File: config.mk
export PLATFORM = sky130hd
export DESIGN_NAME = delimiter_token_splitter
export DESIGN_NICKNAME = d
export VERILOG_FILES = /design/src/rtl/dts_pkg.sv /design/src/rtl/delimiter_token_splitter.sv
export SDC_FILE = /design/constraint.sdc
export NUM_CORES = 1
export LEC_CHECK = 0
export ABC_AREA = 1
export BUFFER_PORTS_ARGS = -buffer_cell sky130_fd_sc_hd__buf_4
export CORE_ASPECT_RATIO = 0.5
export CORE_MARGIN = 1
export CORE_UTILIZATION = 50
export CTS_BUF_LIST = sky130_fd_sc_hd__clkbuf_2 sky130_fd_sc_hd__clkbuf_4 sky130_fd_sc_hd__clkbuf_8
export DETAILED_ROUTE_END_ITERATION = 10
export PLACE_DENSITY = 0.72
export SYNTH_ARGS = -nofsm -noshare
export SYNTH_HDL_FRONTEND = slang
export SYNTH_SLANG_ARGS = --single-unit
File: constraint.sdc
create_clock -name i_clk -period 5.2 [get_ports i_clk]
set_clock_uncertainty 0.15 [all_clocks]
set_input_delay 0.26 -clock i_clk [delete_from_list [all_inputs] [get_ports i_clk]]
set_output_delay 0.26 -clock i_clk [all_outputs]
set_load 0.02 [all_outputs]
File: src/rtl/dts_pkg.sv
// Shared types and constants for the delimiter token splitter.
// Holds configuration register indexes and fixed field widths; no dependencies.
package dts_pkg;

    // Fixed field widths
    localparam int BYTE_W     = 8;
    localparam int DLEN_W     = 4;
    localparam int CFG_DATA_W = 64;
    localparam int CFG_IDX_W  = 1;
    localparam int OUT_W      = 16;

    // Configuration register indexes
    typedef enum logic [CFG_IDX_W-1:0] {
        CFG_DELIM_LENGTH = 1'b0,
        CFG_DELIM_BYTES  = 1'b1
    } t_cfg_index;

endpackage

File: src/rtl/delimiter_token_splitter.sv
// Delimiter token splitter top level: byte window, delimiter compare, token result register.
// Depends on dts_pkg for field widths and configuration register indexes.

// Takes one source byte per cycle and splits the string on a programmable delimiter of one to
// MAX_DELIMITER bytes. Each byte is handled in a single registered pass: the delimiter compare
// against the last MAX_DELIMITER bytes runs in parallel in the same cycle the byte transfers,
// and the token (start index, length, overflow) is loaded into the result register. The block
// sustains one byte per cycle; results appear in the cycle after the byte that completes a
// delimiter or carries end_of_source. The result register is the only stage between the two
// sides, so input ready falls only while a result is held and the output side is not ready.
// Program the delimiter only while no string is in progress and no result is pending.
module delimiter_token_splitter #(
    parameter int MAX_DELIMITER = 8,
    parameter int POSITION_BITS = 16
) (
    input  logic                               i_clk,
    input  logic                               i_rst_n,
    // Configuration write channel
    input  logic                               i_cfg_valid,
    output logic                               o_cfg_ready,
    input  logic [dts_pkg::CFG_IDX_W-1:0]      i_cfg_index,
    input  logic [dts_pkg::CFG_DATA_W-1:0]     i_cfg_data,
    // Byte input channel
    input  logic                               i_in_valid,
    output logic                               o_in_ready,
    input  logic [dts_pkg::BYTE_W-1:0]         i_byte_value,
    input  logic                               i_end_of_source,
    // Token output channel
    output logic                               o_out_valid,
    input  logic                               i_out_ready,
    output logic [dts_pkg::OUT_W-1:0]          o_token_start_index,
    output logic [dts_pkg::OUT_W-1:0]          o_token_length,
    output logic                               o_overflow
);

    localparam int LP_WIN_W = dts_pkg::BYTE_W * MAX_DELIMITER;
    localparam int LP_DIFF_W = POSITION_BITS + 1;
    localparam int LP_EXT_W = (LP_DIFF_W > dts_pkg::OUT_W) ? LP_DIFF_W : dts_pkg::OUT_W;
    localparam logic [POSITION_BITS-1:0] LP_PMAX = '1;
    localparam logic [dts_pkg::DLEN_W-1:0] LP_MAX_LEN = dts_pkg::DLEN_W'(MAX_DELIMITER);

    // Configuration registers
    logic [dts_pkg::DLEN_W-1:0] r_dlen;
    logic [LP_WIN_W-1:0]        r_dbytes;

    // Per-string state
    logic [LP_WIN_W-1:0]      r_win;
    logic [POSITION_BITS-1:0] r_pos;
    logic [POSITION_BITS-1:0] r_seg;
    logic                     r_ovf;

    // Result register
    logic                       r_out_valid;
    logic [dts_pkg::OUT_W-1:0]  r_start;
    logic [dts_pkg::OUT_W-1:0]  r_len;
    logic                       r_out_ovf;

    logic                       w_in_xfer;
    logic [LP_WIN_W-1:0]        w_win;
    logic [dts_pkg::DLEN_W-1:0] w_n;
    logic [MAX_DELIMITER-1:0]   w_match_k;
    logic                       w_match;
    logic [LP_DIFF_W-1:0]       w_next;
    logic                       w_sat;
    logic [POSITION_BITS-1:0]   w_pos_new;
    logic [LP_DIFF_W-1:0]       w_diff;
    logic                       w_hit;
    logic                       w_emit;
    logic [LP_DIFF_W-1:0]       w_len;
    logic [LP_EXT_W-1:0]        w_len_ext;
    logic [LP_EXT_W-1:0]        w_start_ext;

    assign o_cfg_ready = 1'b1;
    assign o_in_ready  = !r_out_valid || i_out_ready;
    assign w_in_xfer   = i_in_valid && o_in_ready;

    // Write configuration registers
    always_ff @(posedge i_clk) begin
        if (!i_rst_n) begin
            r_dlen   <= dts_pkg::DLEN_W'(1);
            r_dbytes <= LP_WIN_W'(44);
        end else if (i_cfg_valid) begin
            unique case (dts_pkg::t_cfg_index'(i_cfg_index))
                dts_pkg::CFG_DELIM_LENGTH: r_dlen   <= i_cfg_data[dts_pkg::DLEN_W-1:0];
                dts_pkg::CFG_DELIM_BYTES:  r_dbytes <= i_cfg_data[LP_WIN_W-1:0];
                default: ;
            endcase
        end
    end

    // Shift the new byte into the window, newest byte lowest
    assign w_win = LP_WIN_W'({r_win, i_byte_value});

    // Clamp the delimiter length into 1..MAX_DELIMITER
    always_comb begin
        if (r_dlen == '0) begin
            w_n = dts_pkg::DLEN_W'(1);
        end else if (r_dlen > LP_MAX_LEN) begin
            w_n = LP_MAX_LEN;
        end else begin
            w_n = r_dlen;
        end
    end

    // Compare the window against the delimiter for every candidate length in parallel
    always_comb begin
        for (int k = 1; k <= MAX_DELIMITER; k++) begin
            w_match_k[k-1] = 1'b1;
            for (int i = 0; i < k; i++) begin
                if (r_dbytes[dts_pkg::BYTE_W*i +: dts_pkg::BYTE_W] !=
                    w_win[dts_pkg::BYTE_W*(k-1-i) +: dts_pkg::BYTE_W]) begin
                    w_match_k[k-1] = 1'b0;
                end
            end
        end
    end

    // Pick the compare result for the configured length
    always_comb begin
        w_match = 1'b0;
        for (int k = 1; k <= MAX_DELIMITER; k++) begin
            if (w_n == dts_pkg::DLEN_W'(k)) begin
                w_match = w_match_k[k-1];
            end
        end
    end

    // Advance the position with saturation
    assign w_next    = {1'b0, r_pos} + LP_DIFF_W'(1);
    assign w_sat     = w_next[POSITION_BITS];
    assign w_pos_new = w_sat ? LP_PMAX : w_next[POSITION_BITS-1:0];

    // Delimiter must lie wholly inside the current segment
    assign w_diff = w_next - {1'b0, r_seg};
    assign w_hit  = w_match && (w_diff >= LP_DIFF_W'(w_n));
    assign w_emit = w_hit || i_end_of_source;
    assign w_len  = w_hit ? (w_diff - LP_DIFF_W'(w_n)) : w_diff;

    assign w_len_ext   = LP_EXT_W'(w_len);
    assign w_start_ext = LP_EXT_W'(r_seg);

    // Update per-string state; end of source returns it to the reset values
    always_ff @(posedge i_clk) begin
        if (!i_rst_n) begin
            r_win <= '0;
            r_pos <= '0;
            r_seg <= '0;
            r_ovf <= 1'b0;
        end else if (w_in_xfer) begin
            if (i_end_of_source) begin
                r_win <= '0;
                r_pos <= '0;
                r_seg <= '0;
                r_ovf <= 1'b0;
            end else begin
                r_win <= w_win;
                r_pos <= w_pos_new;
                r_ovf <= r_ovf || w_sat;
                if (w_hit) begin
                    r_seg <= w_pos_new;
                end
            end
        end
    end

    // Hold the result until the output transfer
    always_ff @(posedge i_clk) begin
        if (!i_rst_n) begin
            r_out_valid <= 1'b0;
        end else if (w_in_xfer) begin
            r_out_valid <= w_emit;
        end else if (i_out_ready) begin
            r_out_valid <= 1'b0;
        end
    end

    // Load the token payload
    always_ff @(posedge i_clk) begin
        if (w_in_xfer && w_emit) begin
            r_start   <= w_start_ext[dts_pkg::OUT_W-1:0];
            r_len     <= w_len_ext[dts_pkg::OUT_W-1:0];
            r_out_ovf <= r_ovf || w_sat;
        end
    end

    assign o_out_valid         = r_out_valid;
    assign o_token_start_index = r_start;
    assign o_token_length      = r_len;
    assign o_overflow          = r_out_ovf;

    // Segment start never runs ahead of the byte position
    a_seg_le_pos: assert property (@(posedge i_clk) disable iff (!i_rst_n)
        r_seg <= r_pos)
        else $error("segment start ahead of byte position");

    // Sticky overflow implies the position sits at its bound
    a_ovf_sat: assert property (@(posedge i_clk) disable iff (!i_rst_n)
        r_ovf |-> (r_pos == LP_PMAX))
        else $error("overflow set without saturated position");

    // The last byte of a string always yields a token
    a_last_emits: assert property (@(posedge i_clk) disable iff (!i_rst_n)
        (i_in_valid && o_in_ready && i_end_of_source) |=> o_out_valid)
        else $error("end of source produced no token");

    // No result is pending right after reset
    a_reset_idle: assert property (@(posedge i_clk)
        !i_rst_n |=> !o_out_valid)
        else $error("result valid after reset");

endmodule

Yosys cells after proc, flatten, opt, wreduce, memory -nomap -nowiden --
Index checks and enable logic that the tools add are counted.
Word-level totals: latch bits 0, input bits 79, memory bits (read-only) 0, output and inout port bits 36, memories kept 0, RAM bits 0, bits in registers 191
Cells by class: add/sub/neg operators 3, shifts and indexed selects 0, multiply operators 0, div/mod/pow operators 0, $lt $le $gt $ge 2, eq/ne operators 44, bitwise logic cells 1, muxes and demuxes 55, reduce and logical (&&, ||, !) cells 13
Operators with widths (number):
- $ne A8 B8 Y1 | 36
- $mux W16 | 5
- $mux W56 | 1
- $mux W1 | 47
- $add A16 B1 Y17 const B | 1
- $ge A17 B4 Y1 | 1
- $sub A17 B16 Y17 | 1
- $eq A4 B3 Y1 const B | 4
- $sub A16 B4 Y16 | 1
- $eq A4 B2 Y1 const B | 2
- $mux W4 | 2
- $reduce_and A2 Y1 | 3
- $eq A4 B1 Y1 const B | 1
- $eq A4 B4 Y1 const B | 1
- $gt A4 B4 Y1 const B | 1
- $logic_not A4 Y1 | 1
- $reduce_bool A2 Y1 | 2
- $logic_and A1 B1 Y1 | 3
- $logic_or A1 B1 Y1 | 3
- $logic_not A1 Y1 | 1
- $not A1 Y1 | 1

Depth between registers and ports, before layout --
Gate-level depths: netlist of the first run.
word-level depth 15, depth in mapped cells 26, gate-level depth less buffers 25

Worst setup path after synthesis of the first run --
No wires, ideal clock.
path type register to register, start point reg r_pos[0], end point reg r_out_ovf (netlist: o_overflow) (enable), library setup time 388 ps, path buffers 1, cell stages (with the launch flop) 24, arrival 3730 ps, path slack 933 ps, cells stage by stage dfxtp_1 > ha_1 > nand3_1 > nor3_1 > nand2_1 > nor3_1 > nand3_1 > xor2_1 > inv_1 > ha_1 > inv_1 > o21bai_1 > nor2_1 > o21a_1 > nand2_1 > nand2_1 > nand2_1 > nor2_1 > nand4_1 > nand2_2 > nand2_4 > buf_6 > nand2_1 > inv_1
Between the ends: word-level cells in the longest chain between the ends 6
RTL lines:
- start, declared | line delimiter_token_splitter.sv:48 | logic [POSITION_BITS-1:0] r_pos;
- start signal, assigned | line delimiter_token_splitter.sv:157 | r_pos <= w_pos_new;
- $add A16 B1 Y17 | line delimiter_token_splitter.sv:129 | assign w_next = {1'b0, r_pos} + LP_DIFF_W'(1);
- $sub A17 B16 Y17 | line delimiter_token_splitter.sv:134 | assign w_diff = w_next - {1'b0, r_seg};
- $ge A17 B4 Y1 | line delimiter_token_splitter.sv:135 | assign w_hit = w_match && (w_diff >= LP_DIFF_W'(w_n));
- $logic_and A1 B1 Y1 | line delimiter_token_splitter.sv:135
- $logic_or A1 B1 Y1 | line delimiter_token_splitter.sv:136 | assign w_emit = w_hit || i_end_of_source;
- $logic_and A1 B1 Y1 | line delimiter_token_splitter.sv:179 | if (w_in_xfer && w_emit) begin
- end signal, assigned | line delimiter_token_splitter.sv:182 | r_out_ovf <= r_ovf || w_sat;
- end, declared | line delimiter_token_splitter.sv:56 | logic r_out_ovf;
Every way passes these cells. A chain may end at the register's enable or synchronous reset.

Final worst setup path of the first run --
start point reg r_pos[0], end point reg r_start, in the netlist o_token_start_index[7] (enable)
Between the ends: word-level cells in the longest chain between the ends 6
RTL lines:
- $add A16 B1 Y17 | line delimiter_token_splitter.sv:129
- $sub A17 B16 Y17 | line delimiter_token_splitter.sv:134
- $ge A17 B4 Y1 | line delimiter_token_splitter.sv:135
- $logic_and A1 B1 Y1 | line delimiter_token_splitter.sv:135
- $logic_or A1 B1 Y1 | line delimiter_token_splitter.sv:136
- $logic_and A1 B1 Y1 | line delimiter_token_splitter.sv:179
- end signal, assigned | line delimiter_token_splitter.sv:180 | r_start <= w_start_ext[dts_pkg::OUT_W-1:0];
- end, declared | line delimiter_token_splitter.sv:54 | logic [dts_pkg::OUT_W-1:0] r_start;
Every way passes these cells.

==> results of run 1 <==
-- cell usage after synthesis --
library cell and instances:
o21ai_0 89, nand3_2 1, clkinv_1 3, xnor2_1 48, or2_1 1, nor2_1 234, buf_2 53, nand4_1 51
nor3b_1 1, clkbuf_2 2, edfxtp_1 33, buf_6 2, fa_1 2, buf_4 4, o21bai_1 2, o22ai_1 7
o21a_1 4, nor2_2 7, conb_1 1, xor2_1 90, nand3_1 118, nor4_1 3, nor3_2 1, a211oi_1 7
clkbuf_1 66, dfxtp_1 158, nand2_1 589, ha_1 21, nand3b_1 2, nand2_4 1, or2_2 16, o211ai_1 4
nand2_2 6, a21oi_1 148, inv_1 186, inv_2 2, nor3_1 49, buf_1 4, and2_1 1
-- where the power goes --
part	switching [mW]	internal [mW]	total, mW
clock	0.621	0.411	1.03
combinational	0.696	0.421	1.12
sequential	0.124	1.60	1.73
-- layer usage --
metal  vias to the layer above  track usage (%)  wire (µm)
li1                       6563                -          -
met1                      6310             48.2      20200
met2                       716             55.5      20200
met3                       109             11.1       5380
met4                         0             11.1       1250
met5                         -                0          0
-- cell families (layout without fill, tap and decap cells) --
group | count (synthesis) | count (layout) | share of synthesized area [%]
buf+inv | 322 | 424 | 10.2
compound gates | 261 | 261 | 10.6
simple gates | 1081 | 1081 | 35.1
other cells | 1 | 2 | 0.0292
xor+xnor | 138 | 138 | 9.41
fa+ha+maj | 23 | 23 | 2.36
flops | 191 | 191 | 32.3
-- registers in the layout, indices dropped and copies added, names as in the netlist --
name                 count
r_dlen                   4
r_win                   56
r_dbytes                64
r_seg                   16
r_ovf                    1
o_token_length          16
o_overflow               1
o_token_start_index     16
r_pos                   16
o_out_valid              1
-- through the flow --
stage / cells / util [%] / instance area, µm²
floorplan: 2017 / - / 12800
global placement: 2350 / 54.0 / 13600
detailed placement: 2350 / 54.0 / 13600
CTS: 2463 / 58.8 / 14800
global route: 2463 / 58.8 / 14800
finish: 2464 / 58.8 / 14800
-- layout make-up --
class,instances,area (µm²)
Clock inverter,14,170
Timing Repair Buffer,201,1710
Tap cell,344,430
Inverter,191,717
Fill cell,2523,10400
Clock buffer,18,241
Multi-Input combinational cell,1504,7390
Antenna cell,1,2.50
Sequential cell,191,4150
-- path summary, 6_finish.rpt --
path,endpoint,slack [ps],depth (start not counted)
worst max-delay path,o_token_start_index[7],760,22
worst min-delay path,r_dlen[3],110,5
worst max register to register,o_token_start_index[7],760,22
worst min register to register,o_token_start_index[12],320,0
-- worst min-delay path, cell delays in order --
cell and delay [ps]:
buf_4 130, inv_1 50, nor2_1 70, inv_1 140, a21oi_1 90
==> summary.txt, run 1 <==
Clock tree
  • Num CTS Buffers: 17
  • Clock buffer depth: 2
  • Clock Pin Slew Worst Setup and Hold Paths: 110 ps
  • Clock sinks: 191
  • Clock Tree Root: clkbuf_8
  • Clock latency on the worst-skew pair: 530 ps
  • Hold_buf cts: 81
  • CTS tree: yes
  • Post-CTS setup buffers: 0
  • CTS resizes: 0
  • H-tree Lvls: 4

Synthesis
  • Synth warn: 0
  • Yosys cell types: 39
  • Post-synthesis sequential area ratio: 32.3%
  • Yosys reg bits: between 150 and 200
  • Top post-synthesis cells by area: dfxtp_1, nand2_1, edfxtp_1
  • Syn Area/Cell: 6.37 µm²
  • Post-Syn Nets: 2119
  • Synthesized cell area: 12800 µm²
  • Yosys top cell by area: dfxtp_1
  • Share of Yosys cell area claimed by the top area cell type: between 20% and 30%
  • Post-Synthesis Cells: roughly 2000

Timing
  • Final TNS setup: 0 ps
  • RSZ-0062 raised after global routing: no
  • Slew Viols, Final: 0
  • Final Setup Violations: 0
  • Crit share post-route: 85.4%
  • WHS: 106 ps
  • Post-layout min period: roughly 4400 ps
  • Worst Max-Slew Pin Slew: roughly 1000 ps
  • Fmax: around 0.23 GHz
  • Final Hold Fails: 0
  • Worst Slack Setup Final: around 760 ps
  • Worst relative slew slack: between 30 and 40%

Critical path
  • Buf+Inv Stages, Crit Path: 3
  • Crit-path max cell delay: 420 ps
  • Crit start category: flip-flop
  • Crit Path Class: reg2reg
  • CP most frequent cell: nand2_1
  • Worst endpoint data arrival time: roughly 4500 ps
  • Critical Path RT: between 5000 and 6000 ps
  • Crit-path slowest cell: ha_1
  • Critical path, cell by cell: ha_1 > nand3_1 > nor3_1 > nand2_1 > nor3_1 > xor2_1 > ha_1 > nand2_1 > nor2_1 > nand3_1 > nand3_1 > nand2_1 > nand2_1 > inv_1 > nor2_1 > nand3_1 > nand4_1 > nand2_2 > nand2_4 > nand2_1 > inv_1 > buf_4
  • Max FO, Critical Path: 33
  • Crit path capture type: flip-flop
  • Delay-heaviest family, CP: simple AND/OR/NAND/NOR gates
  • FF-to-FF Start: r_pos[0]
  • CP startpoint: r_pos[0]

Global routing
  • Overall Global Routing Usage: 36.0%
  • Initial antenna violation count: 0
  • First-pass GRT wire length: 71600 µm
  • Largest net degree at the start of global routing: 106
  • Global route overflow: 0
  • Vias in the first global route: about 12000

Die
  • Initial core utilization: 51.0%
  • Die Width: 229 µm
  • Die height: about 120 µm
  • Row count: 41
  • Boundary Pins: approximately 120
  • Full die area: 26400 µm²
  • Core area: between 20000 and 30000 µm²

Route
  • Vias: 13700
  • TritonRoute pass-1 iters: 8
  • DRC Markers: 0
  • ANT nets after route: 0
  • Vias per inst: ~5.6
  • Final WL: 47100 µm
  • Iter 0 DRT Violations: 1663
  • Average wire per standard cell: about 19 µm

Layout
  • Layout cells sized above 1: 9.01%
  • Leading cell type in the layout, fill and taps excluded: nand2_1
  • Most frequent cells in the layout: nand2_1, nor2_1, inv_1, dfxtp_1, a21oi_1
  • Final net count: 2208
  • Area growth from synthesis to layout: 15.4%

Place
  • # port buffers: about 110
  • GPL Wtd Cong: just over 1
  • DP Worst Slack: approximately 790 ps
  • HPWL after detailed placement: around 33000 µm

Pwr
  • PD cells: between 200 and 300 nW/µm²
  • Peak supply drop: ~0.19 mV
  • Total Power: about 3.9 mW
  • Static leakage: roughly 6.7 nW

Outcome
  • Status: finished, final reports clean

Worst hold path
  • Hold Crit Start: i_cfg_valid
  • Hold Crit Class: in2reg

Job
  • Max-Cap Viols: 0
No activity file was read; power rests on OpenSTA's default activity.
==> run 2, diff against run 1 <==
--- a/config.mk
+++ b/config.mk
@@ -7,6 +7,7 @@
 export LEC_CHECK = 0
 export ABC_AREA = 1
 export BUFFER_PORTS_ARGS = -buffer_cell sky130_fd_sc_hd__buf_4
+export CAP_MARGIN = 20
 export CORE_ASPECT_RATIO = 0.5
 export CORE_MARGIN = 1
 export CORE_UTILIZATION = 50
==> constraint.sdc (replaced) <==
create_clock -name i_clk -period 5.2 [get_ports i_clk]
set_clock_uncertainty 0.15 [all_clocks]
set_input_delay 0.78 -clock i_clk [delete_from_list [all_inputs] [get_ports i_clk]]
set_output_delay 0.78 -clock i_clk [all_outputs]
set_load 0.02 [all_outputs]
==> run 2 against run 1 <==
Total power decreased by 3.4%; critical endpoint unchanged; clock power decreased by 8%; highest routed layer unchanged; global-route usage decreased by 1.2 points; largest power group unchanged; combinational power decreased by 5%; sequential share of layout area increased by 1.7 points; maximum frequency decreased by 0.31%; worst setup slack got worse by 14 ps; core utilization decreased by 3.3 points; register-to-register slack about the same; wire length decreased by 3.6%.
==> summary.txt, run 2 (same netlist as run 1, synthesis figures left out) <==
Outcome
  • Status: finished, final reports clean

Critical path
  • FF-to-FF setup slack: 750 ps (about the same)
  • Crit-path slowest cell: nor3_1
  • Buf+Inv Stages, Crit Path: 4 (+1)
  • Crit Path Class: reg2reg
  • Critical path, cell by cell: ha_1 > nand3_1 > nor3_1 > nand2_1 > nor3_1 > nand3_1 > xor2_1 > inv_1 > ha_1 > inv_1 > o21bai_1 > nor2_1 > o21a_1 > nand2_1 > nand2_1 > nand2_1 > nor2_1 > nand4_1 > nand2_2 > nand2_4 > nand2_1 > inv_1 > buf_4
  • Crit-path max cell delay: 410 ps (about the same)
  • Delay-heaviest family, CP: simple AND/OR/NAND/NOR gates
  • R2R depth: 23 (+4.5%)
  • CP most frequent cell: nand2_1
  • Crit path capture type: flip-flop
  • Critical Path RT: 5240 ps (about the same)
  • Max FO, Critical Path: 33 (unchanged)
  • Worst endpoint data arrival time: 4490 ps (about the same)
  • Worst reg2reg endpoint: o_token_start_index[7]
  • FF-to-FF Start: r_pos[0]
  • Crit start category: flip-flop

Route
  • Final WL: 45400 µm (-3.6%)
  • DRC Markers: 0 (unchanged)
  • Vias: 13300 (-2.8%)
  • Top Metal Used: met4
  • Met1 WL: 20000 µm (-1.0%)
  • ANT nets after route: 0 (unchanged)
  • Average wire per standard cell: 19.0 µm (-0.40%)
  • TritonRoute pass-1 iters: 6 (-2)
  • Routed met3 length: 5200 µm (-3.3%)
  • Vias per inst: 5.58 (+0.34%)
  • Met2 wire length: 18500 µm (-8.6%)
  • Iter 0 DRT Violations: 1353 (-19%)

Worst hold path
  • WHS Endpoint: r_ovf
  • Hold Crit Start: r_ovf
  • Hold Crit Class: reg2reg
  • Hold Crit Depth: 2 (-3)

Die
  • Core area: 25200 µm² (unchanged)
  • Row count: 41 (unchanged)
  • Die Width: 229 µm (unchanged)
  • Die height: 115 µm (unchanged)
  • Initial core utilization: 51.0% (unchanged)
  • Boundary Pins: 115 (unchanged)
  • Full die area: 26400 µm² (unchanged)

Layout
  • Area growth from synthesis to layout: 8.90%
  • Top reg by flops: r_dbytes
  • Area occupied by multi-input gates: 7390 µm² (unchanged)
  • Most frequent cells in the layout: nand2_1, nor2_1, inv_1, dfxtp_1, a21oi_1
  • Register area: 4150 µm² (unchanged)
  • Biggest regs: r_dbytes: 64 flops, r_win: 56 flops
  • Max reg flops: 64 (unchanged)
  • Leading cell type in the layout, fill and taps excluded: nand2_1
  • Final net count: 2130 (-3.5%)
  • # fillers: 2610 (+3.4%)
  • Layout cells sized above 1: 9.46% (+0.44 points)

Clock tree
  • CTS tree: yes
  • H-tree Lvls: 4 (unchanged)
  • Clock buffer depth: 2 (unchanged)
  • Clock latency on the worst-skew pair: 520 ps (about the same)
  • Num CTS Buffers: 17 (unchanged)
  • Clock Tree Root: clkbuf_8
  • Clock Pin Slew Worst Setup and Hold Paths: 100 ps (about the same)
  • Clock sinks: 191 (unchanged)
  • Post-CTS setup buffers: 0 (unchanged)
  • CTS resizes: 0 (unchanged)
  • Hold_buf cts: 0 (-100%)

Pwr
  • Static leakage: 6.32 nW (-5.1%)
  • Peak supply drop: 0.139 mV (-27%)
  • PD cells: 267 nW/µm² (+2.3%)
  • Total Power: 3.74 mW (-3.4%)

Global routing
  • Overall Global Routing Usage: 34.8% (-1.2 points)
  • First-pass GRT wire length: 69400 µm (-3.1%)
  • Largest net degree at the start of global routing: 105 (-0.94%)
  • Global route overflow: 0 (unchanged)
  • Vias in the first global route: 11800 (-4.6%)
  • Initial antenna violation count: 0 (unchanged)

Timing
  • Crit share post-route: 85.6% (+0.27 points)
  • Worst relative slew slack: 35.2% (+3.8 points)
  • Final Setup Violations: 0 (unchanged)
  • Slew Viols, Final: 0 (unchanged)
  • WHS: 327 ps (+221 ps)
  • RSZ-0062 raised after global routing: no
  • Post-layout min period: 4450 ps (+14.0 ps)
  • Worst Max-Slew Pin Slew: 972 ps (-57.7 ps)
  • Final Hold Fails: 0 (unchanged)
  • Final TNS setup: 0 ps (unchanged)
  • Fmax: 0.225 GHz (-0.31%)

Place
  • # port buffers: 113 (unchanged)
  • GPL Wtd Cong: 1.03 (-0.50%)
  • HPWL after detailed placement: 33000 µm (+0.52%)

Job
  • Max-Cap Viols: 0 (unchanged)
==> run 2: cell types whose count changed in the layout (fill, tap and decap cells not counted), sizes merged <==
cell         change
dlygate4sd3     -81
buf              +3
clkbuf           +2
clkinv           -2
bufinv           -1
clkinvlp         +1
==> run 2: stage by stage <==
step / utilization [%] / std cells / area (µm²) / setup WS (ps)
2_1_floorplan: - / 2017 / 12800 / 933
3_3_place_gp: 54.1 / 2353 / 13600 / 883
3_5_place_dp: 54.1 / 2353 / 13600 / 769
4_1_cts: 55.5 / 2385 / 14000 / 751
5_1_grt: 55.5 / 2385 / 14000 / 212
6_report: 55.5 / 2386 / 14000 / 746
==> run 2: worst max-delay path by stage <==
stage / start / to / depth (start not counted)
3_3_place_gp: r_pos[0] / o_token_start_index[12] / 23
2_1_floorplan: r_pos[0] / o_overflow / 23
4_1_cts: r_pos[0] / o_token_start_index[12] / 23
6_report: r_pos[0] / o_token_start_index[7] / 23
3_5_place_dp: r_pos[0] / o_token_start_index[12] / 23
5_1_grt: r_pos[0] / o_token_start_index[7] / 22
==> run 2: tightest hold or removal path, delay by kind of cell, from the launching register on <==
kind            cells  cell delay, ps
flops               1             330
simple gates        1              60
compound gates      1              50
==> run 2: cell type report <==
type / instances / share of cell area [%]
Multi-Input combinational cell: 1504 / 52.9
Tap cell: 344 / 3.08
Timing Repair Buffer: 123 / 6.60
Sequential cell: 191 / 29.7
Inverter: 191 / 5.13
Clock inverter: 12 / 0.707
Antenna cell: 1 / 0.0179
Clock buffer: 20 / 1.92
==> run 2: per-layer routing <==
layer	track usage, %	up-vias
met5	0	-
met4	13.8	0
li1	-	6406
met2	52.7	687
met3	8.83	110
met1	47.6	6107
==> run 2: power by group <==
group          total, mW  internal, mW  switching [mW]
clock network      0.952         0.372           0.580
logic               1.06         0.381           0.682
registers           1.73          1.60           0.125
total               3.74          2.35            1.39
